<file path="config.mk">
export PLATFORM = sky130hd
export DESIGN_NAME = pulse_width_serial_rpm_receiver_top_flat
export DESIGN_NICKNAME = d
export VERILOG_FILES = /design/src/rtl/pwsr_pkg.sv /design/src/rtl/pwsr_in_if.sv /design/src/rtl/pwsr_out_if.sv /design/src/rtl/pulse_width_serial_rpm_receiver_top.sv /design/src/flat_wrapper.sv
export SDC_FILE = /design/constraint.sdc
export NUM_CORES = 1
export LEC_CHECK = 0
export ABC_AREA = 1
export BUFFER_PORTS_ARGS = -buffer_cell sky130_fd_sc_hd__buf_4
export CAP_MARGIN = 20
export CORE_MARGIN = 2
export CORE_UTILIZATION = 45
export DETAILED_ROUTE_END_ITERATION = 10
export SLEW_MARGIN = 20
export SYNTH_ARGS = -nofsm -noshare
export SYNTH_HDL_FRONTEND = slang
export SYNTH_SLANG_ARGS = --single-unit
</file>
<file path="constraint.sdc">
create_clock -name clk -period 11.3 [get_ports clk]
set_clock_uncertainty 0.1 [all_clocks]
set_input_delay 1.13 -clock clk [delete_from_list [all_inputs] [get_ports clk]]
set_output_delay 1.13 -clock clk [all_outputs]
set_load 0.02 [all_outputs]
</file>
<file path="src/rtl/pwsr_pkg.sv">
// Types and constants shared by the pulse-width serial RPM receiver.
package pwsr_pkg;

  localparam int TIME_W     = 32;
  localparam int WORD_W     = 15;
  localparam int SPEED_W    = 21;
  localparam int EVENT_W    = 2;
  localparam int CFG_DATA_W = 16;
  localparam int CFG_IDX_W  = 3;
  localparam int STATE_W    = 3;
  localparam int BITS_W     = 4;
  localparam int SAMPLE_W   = 8;

  localparam int DATA_BITS = 15;

  typedef logic [TIME_W-1:0]     time_t;
  typedef logic [WORD_W-1:0]     word_t;
  typedef logic [SPEED_W-1:0]    speed_t;
  typedef logic [EVENT_W-1:0]    event_t;
  typedef logic [CFG_DATA_W-1:0] cfg_data_t;
  typedef logic [CFG_IDX_W-1:0]  cfg_idx_t;
  typedef logic [STATE_W-1:0]    rx_state_t;
  typedef logic [BITS_W-1:0]     bits_t;
  typedef logic [SAMPLE_W-1:0]   sample_t;

  localparam event_t EV_NONE   = 2'd0;
  localparam event_t EV_OK     = 2'd1;
  localparam event_t EV_PARITY = 2'd2;
  localparam event_t EV_ERROR  = 2'd3;

  localparam rx_state_t ST_IDLE        = 3'd0;
  localparam rx_state_t ST_START_LOW   = 3'd1;
  localparam rx_state_t ST_WAIT_DATA   = 3'd2;
  localparam rx_state_t ST_DATA_LOW    = 3'd3;
  localparam rx_state_t ST_WAIT_PARITY = 3'd4;
  localparam rx_state_t ST_PARITY_LOW  = 3'd5;

  localparam cfg_idx_t REG_DEBOUNCE  = 3'd0;
  localparam cfg_idx_t REG_START_MIN = 3'd1;
  localparam cfg_idx_t REG_START_MAX = 3'd2;
  localparam cfg_idx_t REG_ONE_THR   = 3'd3;
  localparam cfg_idx_t REG_TIMEOUT   = 3'd4;

  localparam cfg_data_t DEBOUNCE_RST  = 16'd15;
  localparam cfg_data_t START_MIN_RST = 16'd50;
  localparam cfg_data_t START_MAX_RST = 16'd80;
  localparam cfg_data_t ONE_THR_RST   = 16'd35;
  localparam cfg_data_t TIMEOUT_RST   = 16'd80;

endpackage

</file>
<file path="src/rtl/pwsr_in_if.sv">
// Input channel carrying one pin edge request: timestamp and new level.
interface pwsr_in_if;
  import pwsr_pkg::*;

  logic  valid;
  logic  ready;
  time_t time_us;
  logic  level;

  modport source (output valid, output time_us, output level, input ready);
  modport sink (input valid, input time_us, input level, output ready);
endinterface

</file>
<file path="src/rtl/pwsr_out_if.sv">
// Result channel carrying the event code, received word and speed.
interface pwsr_out_if;
  import pwsr_pkg::*;

  logic   valid;
  logic   ready;
  event_t event_res;
  word_t  word;
  speed_t speed;

  modport source (output valid, output event_res, output word, output speed, input ready);
  modport sink (input valid, input event_res, input word, input speed, output ready);
endinterface

</file>
<file path="src/rtl/pulse_width_serial_rpm_receiver_top.sv">
// Pulse-width serial RPM receiver: edge decoder, moving-sum ring and speed output.
// The block takes one edge request per clock cycle and gives exactly one result
// request for each in the next cycle, from an output register. It stays ready while
// that register is empty or being drained, so one edge per cycle is sustained for
// as long as the result side takes every cycle. The whole frame decoder step is a
// single pass of logic; the moving-sum ring is a WINDOW-entry memory whose next slot
// is read ahead into a register, so the oldest sample is on hand when a word lands.
// The ring is zero after reset through per-entry valid bits, with no clearing pass.
module pulse_width_serial_rpm_receiver_top #(
  parameter int WINDOW = 50
) (
  input  logic                                   clk,
  input  logic                                   rst_n,
  pwsr_in_if.sink                                in_if,
  pwsr_out_if.source                             out_if,
  input  logic                                   cfg_we,
  input  logic [pwsr_pkg::CFG_IDX_W-1:0]         cfg_index,
  input  logic [pwsr_pkg::CFG_DATA_W-1:0]        cfg_wdata
);
  import pwsr_pkg::*;

  localparam int PTR_W       = (WINDOW > 1) ? $clog2(WINDOW) : 1;
  localparam int SUM_W       = $clog2(255 * WINDOW + 1);
  localparam int SPEED_SCALE = (1000 / (WINDOW * 10)) * 60;
  localparam int SCALE_W     = (SPEED_SCALE > 1) ? $clog2(SPEED_SCALE + 1) : 1;
  localparam int PROD_W      = (SUM_W + SCALE_W > SPEED_W) ? SUM_W + SCALE_W : SPEED_W;

  cfg_data_t debounce_r, start_min_r, start_max_r, one_thr_r, timeout_r;

  rx_state_t        state_r, state_nxt;
  time_t            pulse_start_r, pulse_start_nxt;
  time_t            last_edge_r, last_edge_nxt;
  word_t            shift_r, shift_nxt;
  logic             parity_r, parity_nxt;
  bits_t            bits_r, bits_nxt;
  logic [PTR_W-1:0] ptr_r, ptr_nxt;
  logic [SUM_W-1:0] sum_r, sum_nxt;
  logic [WINDOW-1:0] fill_r;

  sample_t ring_mem [WINDOW];
  sample_t mem_rd_r;
  logic    rd_fill_r;
  logic    rd_byp_r;
  sample_t byp_data_r;
  sample_t old_sample;
  sample_t new_sample;

  logic   out_valid_r;
  event_t event_r, event_nxt;
  word_t  word_r, word_nxt;
  speed_t speed_r, speed_nxt;

  logic              in_ready;
  logic              accept;
  logic              push;
  logic              err;
  logic              high;
  time_t             gap;
  time_t             dt;
  bits_t             pos;
  logic [PROD_W-1:0] prod;

  assign in_ready     = !out_valid_r || out_if.ready;
  assign in_if.ready  = in_ready;
  assign accept       = in_if.valid && in_ready;
  assign out_if.valid = out_valid_r;
  assign out_if.event_res = event_r;
  assign out_if.word  = word_r;
  assign out_if.speed = speed_r;

  assign old_sample = rd_byp_r ? byp_data_r : (rd_fill_r ? mem_rd_r : '0);
  assign new_sample = shift_r[SAMPLE_W-1:0];

  always_comb begin
    high            = in_if.level;
    gap             = in_if.time_us - last_edge_r;
    dt              = in_if.time_us - pulse_start_r;
    pos             = BITS_W'(DATA_BITS - 1) - bits_r;
    state_nxt       = state_r;
    pulse_start_nxt = pulse_start_r;
    last_edge_nxt   = last_edge_r;
    shift_nxt       = shift_r;
    parity_nxt      = parity_r;
    bits_nxt        = bits_r;
    event_nxt       = EV_NONE;
    word_nxt        = '0;
    err             = 1'b0;
    push            = 1'b0;
    if (gap >= {{(TIME_W - CFG_DATA_W){1'b0}}, debounce_r}) begin
      last_edge_nxt = in_if.time_us;
      unique case (state_r)
        ST_IDLE: begin
          if (!high) begin
            pulse_start_nxt = in_if.time_us;
            state_nxt       = ST_START_LOW;
          end
        end
        ST_START_LOW: begin
          if (!high) begin
            err = 1'b1;
          end else if (dt > TIME_W'(start_min_r) && dt < TIME_W'(start_max_r)) begin
            bits_nxt   = BITS_W'(DATA_BITS - 1);
            shift_nxt  = '0;
            parity_nxt = 1'b0;
            state_nxt  = ST_WAIT_DATA;
          end else begin
            state_nxt = ST_IDLE;
          end
        end
        ST_WAIT_DATA, ST_WAIT_PARITY: begin
          if (high) begin
            err = 1'b1;
          end else begin
            pulse_start_nxt = in_if.time_us;
            state_nxt = (state_r == ST_WAIT_DATA) ? ST_DATA_LOW : ST_PARITY_LOW;
          end
        end
        ST_DATA_LOW: begin
          if (!high || dt > TIME_W'(timeout_r)) begin
            err = 1'b1;
          end else begin
            if (dt > TIME_W'(one_thr_r)) begin
              shift_nxt  = shift_r | (WORD_W'(1) << pos);
              parity_nxt = !parity_r;
            end
            if (bits_r == '0) begin
              state_nxt = ST_WAIT_PARITY;
            end else begin
              bits_nxt  = bits_r - BITS_W'(1);
              state_nxt = ST_WAIT_DATA;
            end
          end
        end
        ST_PARITY_LOW: begin
          if (!high || dt > TIME_W'(timeout_r)) begin
            err = 1'b1;
          end else begin
            word_nxt = shift_r;
            if ((dt > TIME_W'(one_thr_r)) != parity_r) begin
              event_nxt = EV_PARITY;
            end else begin
              event_nxt = EV_OK;
              push      = 1'b1;
            end
            state_nxt = ST_IDLE;
          end
        end
        default: begin
          err = 1'b1;
        end
      endcase
      if (err) begin
        event_nxt = EV_ERROR;
        word_nxt  = '0;
        state_nxt = ST_IDLE;
      end
    end

    ptr_nxt = ptr_r;
    sum_nxt = sum_r;
    if (push) begin
      ptr_nxt = (ptr_r == PTR_W'(WINDOW - 1)) ? '0 : ptr_r + PTR_W'(1);
      sum_nxt = sum_r - SUM_W'(old_sample) + SUM_W'(new_sample);
    end
    prod      = PROD_W'(sum_nxt) * PROD_W'(SPEED_SCALE);
    speed_nxt = prod[SPEED_W-1:0];
  end

  always_ff @(posedge clk) begin
    if (!rst_n) begin
      debounce_r  <= DEBOUNCE_RST;
      start_min_r <= START_MIN_RST;
      start_max_r <= START_MAX_RST;
      one_thr_r   <= ONE_THR_RST;
      timeout_r   <= TIMEOUT_RST;
    end else if (cfg_we) begin
      unique case (cfg_index)
        REG_DEBOUNCE:  debounce_r  <= cfg_wdata;
        REG_START_MIN: start_min_r <= cfg_wdata;
        REG_START_MAX: start_max_r <= cfg_wdata;
        REG_ONE_THR:   one_thr_r   <= cfg_wdata;
        REG_TIMEOUT:   timeout_r   <= cfg_wdata;
        default: begin
        end
      endcase
    end
  end

  always_ff @(posedge clk) begin
    if (!rst_n) begin
      state_r       <= ST_IDLE;
      pulse_start_r <= '0;
      last_edge_r   <= '0;
      shift_r       <= '0;
      parity_r      <= 1'b0;
      bits_r        <= '0;
      ptr_r         <= '0;
      sum_r         <= '0;
      fill_r        <= '0;
      rd_fill_r     <= 1'b0;
      rd_byp_r      <= 1'b0;
      out_valid_r   <= 1'b0;
    end else begin
      if (accept) begin
        state_r       <= state_nxt;
        pulse_start_r <= pulse_start_nxt;
        last_edge_r   <= last_edge_nxt;
        shift_r       <= shift_nxt;
        parity_r      <= parity_nxt;
        bits_r        <= bits_nxt;
        ptr_r         <= ptr_nxt;
        sum_r         <= sum_nxt;
        out_valid_r   <= 1'b1;
        if (push) begin
          fill_r[ptr_r] <= 1'b1;
        end
        rd_fill_r <= fill_r[ptr_nxt];
        rd_byp_r  <= push && (ptr_r == ptr_nxt);
      end else if (out_if.ready) begin
        out_valid_r <= 1'b0;
      end
    end
  end

  always_ff @(posedge clk) begin
    if (accept && push) begin
      ring_mem[ptr_r] <= new_sample;
    end
    if (accept) begin
      mem_rd_r <= ring_mem[ptr_nxt];
    end
  end

  always_ff @(posedge clk) begin
    if (accept) begin
      byp_data_r <= new_sample;
      event_r    <= event_nxt;
      word_r     <= word_nxt;
      speed_r    <= speed_nxt;
    end
  end

endmodule
</file>
<file path="src/flat_wrapper.sv">
// flat-port wrapper written by rule: the top's interface ports become plain ports
module pulse_width_serial_rpm_receiver_top_flat import pwsr_pkg::*;
#(
  parameter int WINDOW = 50
)
  (clk, rst_n, cfg_we, cfg_index, cfg_wdata, in_if_valid, in_if_time_us, in_if_level, in_if_ready, out_if_valid, out_if_event_res, out_if_word, out_if_speed, out_if_ready);
  pwsr_in_if in_if_i ();
  pwsr_out_if out_if_i ();
  input  logic clk;
  input  logic rst_n;
  input  logic cfg_we;
  input  logic [pwsr_pkg::CFG_IDX_W-1:0] cfg_index;
  input  logic [pwsr_pkg::CFG_DATA_W-1:0] cfg_wdata;
  input wire logic [$bits(in_if_i.valid)-1:0] in_if_valid;
  input wire logic [$bits(in_if_i.time_us)-1:0] in_if_time_us;
  input wire logic [$bits(in_if_i.level)-1:0] in_if_level;
  output wire logic [$bits(in_if_i.ready)-1:0] in_if_ready;
  output wire logic [$bits(out_if_i.valid)-1:0] out_if_valid;
  output wire logic [$bits(out_if_i.event_res)-1:0] out_if_event_res;
  output wire logic [$bits(out_if_i.word)-1:0] out_if_word;
  output wire logic [$bits(out_if_i.speed)-1:0] out_if_speed;
  input wire logic [$bits(out_if_i.ready)-1:0] out_if_ready;
  assign in_if_i.valid = in_if_valid;
  assign in_if_i.time_us = in_if_time_us;
  assign in_if_i.level = in_if_level;
  assign in_if_ready = in_if_i.ready;
  assign out_if_valid = out_if_i.valid;
  assign out_if_event_res = out_if_i.event_res;
  assign out_if_word = out_if_i.word;
  assign out_if_speed = out_if_i.speed;
  assign out_if_i.ready = out_if_ready;
  pulse_width_serial_rpm_receiver_top #(.WINDOW(WINDOW)) u_core (.clk(clk), .rst_n(rst_n), .in_if(in_if_i), .out_if(out_if_i), .cfg_we(cfg_we), .cfg_index(cfg_index), .cfg_wdata(cfg_wdata));
endmodule
</file>
Word level (Yosys, flattened, before mapping)
Memories as Yosys holds them, arrays and structs flattened. A register that Yosys moved wholly into a read port is not among the register bits.
Cells that the tools add are included.
{ "word_totals": {"register_bits": 283, "latch_bits": 0, "mem_bits_rw": 400, "romBits": 0, "in_bits": 57, "output_inout_bits": 40, "elab_cells": 148, "n_memories": 1} }
{ "classes": {"add_sub_neg": 7, "n_mul": 1, "n_div": 0, "n_lt_le_gt_ge": 8, "eq_ne": 22, "shifts": 1, "mux": 51, "n_bitwise": 5, "n_reduce_logical": 31} }
{ "mem_list": {"columns": ["memory", "words", "width", "read_ports", "rd_clocked_by_memory_dff", "wr", "line", "rtl"], "rows": [
  ["u_core.ring_mem", 50, 8, 1, 1, 1, "pulse_width_serial_rpm_receiver_top.sv:40", "sample_t ring_mem [WINDOW];"]
]} }
{ "ops": {"columns": ["op", "n"], "rows": [
  ["$gt 32x16->1", 3],
  ["$sub 32x32->32", 2],
  ["$mux 15", 4],
  ["$or 50x50->50", 1],
  ["$ge 32x16->1", 1],
  ["$lt 32x16->1", 1],
  ["$pmux 15 s2", 1],
  ["$mux 3", 8],
  ["$mul 14x4->18 const B", 1],
  ["$mux 1", 18],
  ["$mux 4", 4],
  ["$mux 8", 2],
  ["$or 15x15->15", 1],
  ["$pmux 3 s5", 1],
  ["$shl 1x4->15 const A", 1],
  ["$add 14x8->14", 1],
  ["$lt 6x7->1 const B", 2],
  ["$mux 14", 1],
  ["$reduce_and 2->1", 7],
  ["$reduce_and 7->1", 2],
  ["$sub 14x8->14", 1],
  ["$eq 3x2->1 const B", 4],
  ["$mux 6", 2],
  ["$mux 2", 5],
  ["other kinds (31)", 52]
]} }

Logic depth before layout (Yosys ltp)
Gate-level depths: netlist of the first run.
{ "depth": {"word_depth": 10, "mapped_depth": 50} }

Worst setup path after synthesis of the first run
Ideal clock, no wire load.
{ "synth_path": {"kind": "input -> register", "from": "input in_if_time_us[0]", "to": "register u_core.speed_r[19], in the netlist u_core.out_if.speed[19], data pin", "setup_ps": 260, "arrival_ps": 7532, "slack_ps": 3408, "cell_stages": 46, "cell_sequence": "inv_1 -> ha_1 -> inv_1 -> fa_1 -> nand3_1 -> nand3_1 -> a21oi_1 -> o21ai_1 -> xor2_1 -> ha_1 -> nand2_1 -> a21oi_1 -> a211oi_1 -> nand3_1 -> nor2_1 -> nand3_1 -> nor2_1 -> nand4_2 -> [... 10 more ...] -> fa_1 -> nand3_1 -> nand2_1 -> a21oi_1 -> o21ai_0 -> a21o_1 -> a21oi_1 -> nor2_1 -> nor2_1 -> inv_1 -> a21oi_1 -> inv_1 -> a21oi_1 -> o21bai_1 -> a21oi_1 -> nor2_1 -> nor2_1 -> xor2_1"} }
{ "synth_between": {"elab_chain_len": 9, "elab_cells_between_ends": 13, "cone_classes": "2 x add/sub; 1 x mul; 3 x order compare; 1 x eq/ne; 5 x mux; 1 x reduce/logical"} }
{ "synth_rtl": {"columns": ["item", "line", "rtl"], "rows": [
  ["start, declared", "flat_wrapper.sv:15", "input wire logic [$bits(in_if_i.time_us)-1:0] in_if_time_us;"],
  ["$sub 32x32->32", "pulse_width_serial_rpm_receiver_top.sv:77", "dt = in_if.time_us - pulse_start_r;"],
  ["$gt 32x16->1", "pulse_width_serial_rpm_receiver_top.sv:139", "if ((dt > TIME_W'(one_thr_r)) != parity_r) begin"],
  ["$ne 1x1->1", "pulse_width_serial_rpm_receiver_top.sv:139", null],
  ["$mux 1", "pulse_width_serial_rpm_receiver_top.sv:139", null],
  ["$mux 1", "pulse_width_serial_rpm_receiver_top.sv:135", "if (!high || dt > TIME_W'(timeout_r)) begin"],
  ["$mux 1", "pulse_width_serial_rpm_receiver_top.sv:91", "unique case (state_r)"],
  ["$mux 1 *", "pulse_width_serial_rpm_receiver_top.sv:89", "if (gap >= {{(TIME_W - CFG_DATA_W){1'b0}}, debounce_r}) begin"],
  ["$mux 14 *", "pulse_width_serial_rpm_receiver_top.sv:161", "if (push) begin"],
  ["net u_core.sum_nxt[1]", "pulse_width_serial_rpm_receiver_top.sv:37", "logic [SUM_W-1:0] sum_r, sum_nxt;"],
  ["$mul 14x4->18 *", "pulse_width_serial_rpm_receiver_top.sv:165", "prod = PROD_W'(sum_nxt) * PROD_W'(SPEED_SCALE);"],
  ["net u_core.prod[19]", "pulse_width_serial_rpm_receiver_top.sv:61", "logic [PROD_W-1:0] prod;"],
  ["end signal, assigned", "pulse_width_serial_rpm_receiver_top.sv:239", "speed_r <= speed_nxt;"],
  ["end, declared", "pulse_width_serial_rpm_receiver_top.sv:51", "speed_t speed_r, speed_nxt;"]
]} }
Mark *: on every way through the listed nets, which the timed path passes. The rest lies on a longest branch.
A chain may end at the register's enable or synchronous reset.

Final worst setup path of the first run
{ "layout_path": {"from": "input in_if_time_us[0]", "to": "register u_core.speed_r[19], in the netlist u_core.out_if.speed[19], data pin"} }
{ "layout_between": {"elab_chain_len": 9, "elab_cells_between_ends": 13, "cone_classes": "2 x add/sub; 1 x mul; 3 x order compare; 1 x eq/ne; 5 x mux; 1 x reduce/logical"} }
{ "layout_rtl": {"columns": ["item", "line"], "rows": [
  ["$sub 32x32->32", "pulse_width_serial_rpm_receiver_top.sv:77"],
  ["$gt 32x16->1", "pulse_width_serial_rpm_receiver_top.sv:139"],
  ["$ne 1x1->1", "pulse_width_serial_rpm_receiver_top.sv:139"],
  ["$mux 1", "pulse_width_serial_rpm_receiver_top.sv:139"],
  ["$mux 1", "pulse_width_serial_rpm_receiver_top.sv:135"],
  ["$mux 1", "pulse_width_serial_rpm_receiver_top.sv:91"],
  ["$mux 1 *", "pulse_width_serial_rpm_receiver_top.sv:89"],
  ["$mux 14 *", "pulse_width_serial_rpm_receiver_top.sv:161"],
  ["$mul 14x4->18 *", "pulse_width_serial_rpm_receiver_top.sv:165"],
  ["net u_core.prod[19]", "pulse_width_serial_rpm_receiver_top.sv:61"]
]} }
Marked as above.

==> impl_results.md, run 1 <==
- Slew @ Worst Pin: ~1.0 ns
- Port bufs: 93
- Drt wl/cell: 18.1 um
- Crit-path max cell delay: 0.55 ns
- Max Cap Viol: 0
- Synth Register Bits: around 690
- Total number of vias: about 28000
- Critical path class: input pin to flop
- Syn Std Cell Area: 36400 sq um
- Relative slew margins: 0.308
- Internal power: 4.64 mW
- RePlAce Congestion: 0.910
- Fmax: 0.116 GHz
- Share of cells above drive strength 1: 0.0690
- Core Region: 80300 sq um
- Area share of and/or/nand/nor cells after synthesis: 0.188
- Drt pass-1 iters: 8
- RSZ-0062 raised after global routing: no
- TritonCTS Buffers: 76
- Crit path top cell by count: inv_1
- Mux cell area share after synthesis: 0
- Asr flop ratio synth: 0
- Clock power frac: 0.396
- Max stage delay cell, worst path: xor2_1
- Net Switching: 1.85 mW
- CP Capture Type: flop
- Area leader, netlist: edfxtp_1
- Final Max Slew Viols: 0
- CTS tree: yes
- Pleak: 16.9 nW
- Pwr Density: 160 nW/um^2
- Post-route ant nets: 0
- Number of synthesized flops with an enable pin: ~450
- Synthesized instance count: 4200
- Compound-gate portion of the synthesized area: 0.125
- Die area: 83200 sq um
- Synth warn: 0
- Combinational share of power: 0.180
- Clock sink count: 691
- Post-cts hold buffer count: 0
- Largest family of logic cells by synthesized area: simple AND/OR/NAND/NOR gates
- Post-Route WL: approximately 97000 um
- # DRC: 0
- Largest net degree at the start of global routing: about 130
- Switching Fraction: 0.285
- Final worst-path cycle share: 0.761
- Adder-cell share of the synthesized area: 0.0801
- CP Launch Type: input pin
- CP arrival: 8.87 ns
- Synth Area in XOR/XNOR: 0.0164
- Synth Area per Inst: approximately 8.7 sq um
- Chip width: 288 um
- H-tree levels: 3
- Die Height: 288 um
- Tot Pwr: 6.49 mW
- Fin nets: 4515
- Final Setup Violations: 0
- Main flop type after synthesis: edfxtp_1
- Standard-cell rows: 104
- Status: complete, no violations
- Peak VDD IR: 0.000117 V
- Clock root buffer: clkbuf_16
- Global-route wire length before repair: 151000 um
- Area grow syn2layout: 11.2%
- Ports: 97
- CTS-repair resized insts: 0
- Post-CTS Setup Repair Bufs: 0
- Area fraction of the dominant cell type after synthesis: 0.372
- Grt ovf: 0
- Total GRT Usage: 0.233
- Top cells by area, synth: edfxtp_1 37%, dfxtp_1 13%, nand2_1 7.4%, ha_1 6.5%, inv_1 6.2%
- Reg power frac: 0.424
- Clock Latency Late Sink: 0.64 ns
- Worst hold slack: about 0.35 ns
- Antenna violations before repair: 1
- DP Wirelength: 65200 um
- Fin Setup TNS: 0 ns
- Vias per cell: roughly 5.2
- Number of global-route vias before repair: 26062
- Post-synth top cells: 718 x nand2_1, 598 x inv_1, 490 x nor2_1, 451 x edfxtp_1, 301 x a21oi_1
- CP max FO: 23
- Library cells used by synthesis: 53
- Maximum clock insertion buffer count: 3
- CTS clk-pin slew, worst paths: 0.06 ns
- DRT iter0 DRCs: just over 2000
- Final hold vios: 0
- Top-count cell post-synth: nand2_1
- FILL cells: 7571
- Minimum clock period: roughly 8.6 ns
- Starting Density: 0.454
- CP required: 11.58 ns
- Seq/Total Area, Yosys: 0.504
- Hold crit path type: flop to flop
==> final cells by class <==
class                      instances  area (sq um)  area share
sequential                       691         18400       0.454
timing repair buffer             116           875      0.0216
antenna                            1          2.50   0.0000618
inverter                         625          2350      0.0580
multi-input combinational       2731         15000       0.370
clock buffer                     110          2170      0.0537
tap                             1060          1330      0.0328
clock inverter                    31           412      0.0102
==> flip-flops by register name, indices dropped and copies added (netlist names), 18 cells and up <==
register	count
u_core.pulse_start_r	32
u_core.last_edge_r	32
u_core.ring_mem	400
u_core.out_if.speed	18
u_core.fill_r	50
==> cells in the final DEF, fill, tap and decap left out, types with 7 or more instances in the layout <==
master,netlist,layout
nand2_1,718,717
inv_1,598,597
nor2_1,490,490
edfxtp_1,451,451
a21oi_1,301,301
nand3_1,291,291
o21ai_0,245,245
dfxtp_1,240,232
ha_1,190,190
buf_4,27,115
o211ai_1,89,89
o21ai_1,88,88
clkbuf_16,0,78
xor2_1,58,57
o21a_1,53,53
nand4_1,48,48
fa_1,27,27
inv_2,22,23
nor3_1,23,23
clkbuf_1,73,21
o21bai_1,17,17
nand3b_1,15,15
clkinv_1,4,10
xnor2_1,10,10
clkinv_2,1,10
a31oi_1,10,10
clkbuf_8,0,10
nor2_2,7,7
bufinv_16,0,7
==> critical path: cells and delay by family <==
| family | cells | cell delay [ns] |
|---|---|---|
| adder cells (fa/ha/maj) | 6 | 2.36 |
| AND/OR/NAND/NOR | 16 | 2.23 |
| AO/OA/AOI/OAI | 10 | 1.80 |
| buffers and inverters | 8 | 0.69 |
| XOR/XNOR | 2 | 0.62 |
==> power groups by stage <==
stage	Combinational, mW	Sequential, mW	Clock (mW)
final	1.17	2.75	2.57
after floorplan	0.818	2.83	0
after global placement	1.15	2.81	0
after CTS	1.17	2.75	2.62
after global routing	1.33	2.76	2.70
after detailed placement	1.16	2.81	0
==> routing by layer <==
metal | global-route usage | wire [um] | share of wire | vias up
li1 | - | - | - | 14080
met1 | 0.325 | 44800 | 0.46 | 13170
met2 | 0.381 | 45100 | 0.46 | 679
met3 | 0.0296 | 4900 | 0.050 | 143
met4 | 0.0658 | 2380 | 0.025 | 0
met5 | 0 | 0 | 0 | -
==> metrics by stage <==
step                 util  instance area [sq um]  setup slack (ns)  std cells
global route        0.504                  40500              2.04       5364
global placement    0.472                  37900              2.21       5223
finish              0.504                  40500              2.70       5365
CTS                 0.504                  40500              2.82       5364
floorplan               -                  36400              3.41       4202
detailed placement  0.472                  37900              2.15       5223
==> cell families (layout without fill, tap and decap cells) <==
kind of cell	Yosys count	after routing
AND/OR/NAND/NOR	1624	1624
other	1	4
flip-flops	691	691
AO/OA/AOI/OAI	819	819
adder cells (fa/ha/maj)	217	217
buffers and inverters	780	882
XOR/XNOR	68	68
==> worst paths after layout <==
check,endpoint,slack [ns],start,cells after the start
max,u_core.out_if.speed[19]$_DFFE_PP_,2.70,in_if_time_us[0],42
min,u_core.last_edge_r[29]$_SDFFE_PN0P_,0.35,u_core.last_edge_r[29]$_SDFFE_PN0P_,2
max reg2reg,u_core.out_if.speed[19]$_DFFE_PP_,3.09,u_core.pulse_start_r[10]$_SDFFE_PN0P_,43
min reg2reg,u_core.last_edge_r[29]$_SDFFE_PN0P_,0.35,u_core.last_edge_r[29]$_SDFFE_PN0P_,2
Power figures use the tool's default switching activity.
==> run 2: changes to the inputs <==
- clock period: 11.3 -> 8.3 ns (I/O delays scaled with it)
==> run 2 against run 1 <==
Utilization grew 0.31 points. Global-route usage grew 0.27 points. Worst setup slack worse by 1.9 ns. Flip-flop and latch count unchanged. Largest power group unchanged.
==> impl_results.md, run 2 (same netlist as run 1, synthesis figures left out) <==
- Antenna violations before repair: 1 (unchanged)
- TritonCTS Buffers: 76 (unchanged)
- Clock root buffer: clkbuf_16 (unchanged)
- Fin Setup TNS: 0 ns (unchanged)
- Hold Path End: u_core.last_edge_r[30]$_SDFFE_PN0P_ (was u_core.last_edge_r[29]$_SDFFE_PN0P_)
- Minimum clock period: roughly 7.5 ns
- Die Height: 288 um (unchanged)
- Status: complete, no violations (unchanged)
- RR Startpoint: u_core.pulse_start_r[12]$_SDFFE_PN0P_ (was u_core.pulse_start_r[10]$_SDFFE_PN0P_)
- Hold Crit Start: u_core.last_edge_r[30]$_SDFFE_PN0P_ (was u_core.last_edge_r[29]$_SDFFE_PN0P_)
- Number of global-route vias before repair: 26396 (was 26062)
- Die area: 83200 sq um (unchanged)
- RSZ-0062 raised after global routing: no (unchanged)
- Final worst-path cycle share: 0.898
- Largest regs: u_core.ring_mem x400, u_core.fill_r x50 (unchanged)
- Peak VDD IR: 0.000155 V (was 0.000117 V)
- CP Capture Type: flop (unchanged)
- RePlAce Congestion: 0.926 (was 0.910)
- CP arrival: 7.74 ns (was 8.87 ns)
- Max Cap Viol: 0 (unchanged)
- Max stage delay cell, worst path: fa_1 (was xor2_1)
- Grt ovf: 0 (unchanged)
- Crit path top cell by count: nand2_1 (was inv_1)
- Post-cts hold buffer count: 0 (unchanged)
- Core Region: 80300 sq um (unchanged)
- Maximum clock insertion buffer count: 3 (unchanged)
- Post-Route WL: 98000 um (was 97200 um)
- Antenna diode count: 0 (was 1)
- Area grow syn2layout: 11.8% (was 11.2%)
- # DRC: 0 (unchanged)
- R2R depth: 44 (was 43)
- Top reg by flops: u_core.ring_mem (unchanged)
- Hold crit path type: flop to flop (unchanged)
- Commonest non-fill, non-tap cells in the layout: 717 x nand2_1, 597 x inv_1, 490 x nor2_1 (unchanged)
- Final Max Slew Viols: 0 (unchanged)
- Crit-path max cell delay: 0.61 ns (was 0.55 ns)
- CTS clk-pin slew, worst paths: 0.06 ns (about the same)
- Clock Latency Late Sink: 0.64 ns (about the same)
- DP Wirelength: 66300 um (was 65200 um)
- Max FFs per register: 400 (unchanged)
- CP required: 8.58 ns (was 11.58 ns)
- R2R Setup Slk: 0.90 ns (was 3.09 ns)
- H-tree levels: 3 (unchanged)
- Final hold vios: 0 (unchanged)
- Vias per cell: 5.19 (was 5.23)
- Slew @ Worst Pin: 0.993 ns (was 1.03 ns)
- Post-route ant nets: 0 (unchanged)
- Total GRT Usage: 0.236 (was 0.233)
- Reg2reg end: u_core.out_if.speed[19]$_DFFE_PP_ (unchanged)
- Drt wl/cell: 18.2 um (was 18.1 um)
- CTS tree: yes (unchanged)
- Share of cells above drive strength 1: 0.0756 (was 0.0690)
- Pwr Density: 215 nW/um^2 (was 160 nW/um^2)
- Pleak: 17.0 nW (was 16.9 nW)
- Most common cell after layout, fill and taps aside: nand2_1 (unchanged)
- Post-CTS Setup Repair Bufs: 0 (unchanged)
- Chip width: 288 um (unchanged)
- Fin nets: 4548 (was 4515)
- DRT iter0 DRCs: 2389 (was 2078)
- Relative slew margins: 0.336 (was 0.308)
- Standard-cell rows: 104 (unchanged)
- Worst hold slack: 0.353 ns (about the same)
- Final Setup Violations: 0 (unchanged)
- Largest net degree at the start of global routing: 117 (was 127)
- CP max FO: 8 (was 23)
- CP Launch Type: input pin (unchanged)
- Ports: 97 (unchanged)
- Global-route wire length before repair: 152000 um (was 151000 um)
- Total number of vias: 27990 (was 28072)
- Port bufs: 93 (unchanged)
- Starting Density: 0.454 (unchanged)
- FILL cells: 7526 (was 7571)
- Critical path class: input pin to flop (unchanged)
- Fmax: approximately 0.13 GHz
- Clock sink count: 691 (unchanged)
- Drt pass-1 iters: 6 (was 8)
- Hold Path Stages: 2 (unchanged)
[run 2: cell count changes in the layout (fill, tap and decap cells not counted), moves of 2 or more]
cell,delta
buf_4,+28
buf_12,+5
xor2_1,-2
clkinv_8,+2
inv_16,-3
clkbuf_16,-2
dfxtp_4,-3
clkbuf_8,-4
clkinv_1,+7
dfxtp_2,+3
[run 2: layout make-up]
class / instances / area, sq um / area share
multi-input cells: 2731 / 15000 / 0.369
well taps: 1060 / 1330 / 0.0326
clock buffers: 105 / 2070 / 0.0509
inverters: 625 / 2350 / 0.0576
clock inverters: 36 / 407 / 0.00999
repair buffers: 149 / 1180 / 0.0291
flip-flops and latches: 691 / 18400 / 0.451
[run 2: report_power, final]
part	internal [mW]	total, mW	switching, mW
clock network	1.95	3.37	1.42
registers	3.72	3.75	0.0313
logic	0.574	1.63	1.06
[run 2: what timing repair did]
| item | CTS | global route |
|---|---|---|
| endpoints found under the hold margin | 0 | 0 |
| endpoints found under the setup margin | 0 | 2 |
| gates resized for setup | 0 | 9 |
[run 2: worst max-delay path by stage]
stage	startpoint	end	slack, ns	cells after the start
final	in_if_time_us[0]	u_core.out_if.speed[19]$_DFFE_PP_	0.84	48
after global routing	u_core.pulse_start_r[12]$_SDFFE_PN0P_	u_core.out_if.speed[19]$_DFFE_PP_	0.02	46
after CTS	in_if_time_us[0]	u_core.out_if.speed[19]$_DFFE_PP_	0.57	42
after detailed placement	in_if_time_us[0]	u_core.out_if.speed[19]$_DFFE_PP_	-0.06	42
after global placement	in_if_time_us[0]	u_core.out_if.speed[19]$_DFFE_PP_	0.04	42
after floorplan	in_if_time_us[0]	u_core.out_if.speed[19]$_DFFE_PP_	0.71	46
[run 2: through the flow]
| step | utilization | power, mW | area [sq um] | cells | worst slack, ns |
|---|---|---|---|---|---|
| after global routing | 0.507 | 9.16 | 40700 | 5397 | 0.0183 |
| after detailed placement | 0.476 | 5.44 | 38200 | 5256 | -0.0619 |
| after floorplan | - | 4.96 | 36400 | 4202 | 0.708 |
| after CTS | 0.507 | 8.81 | 40700 | 5397 | 0.571 |
| final | 0.507 | 8.76 | 40700 | 5397 | 0.844 |
| after global placement | 0.476 | 5.42 | 38200 | 5256 | 0.0437 |
[run 2: routing by layer]
metal | vias up | routed length, um | global-route usage
met5 | - | 0 | 0
li1 | 14123 | - | -
met3 | 126 | 4910 | 0.0291
met1 | 13080 | 44900 | 0.329
met4 | 0 | 2130 | 0.0574
met2 | 661 | 46100 | 0.391
[run 2: worst max-delay path: cells and delay by family]
family,cells,cell delay [ns]
and+or+nand+nor,21,2.04
xor gates and xnor gates,2,0.20
AOI/OAI and AO/OA,9,1.37
adders and majority gates,6,2.43
buffers and inverters,10,0.82
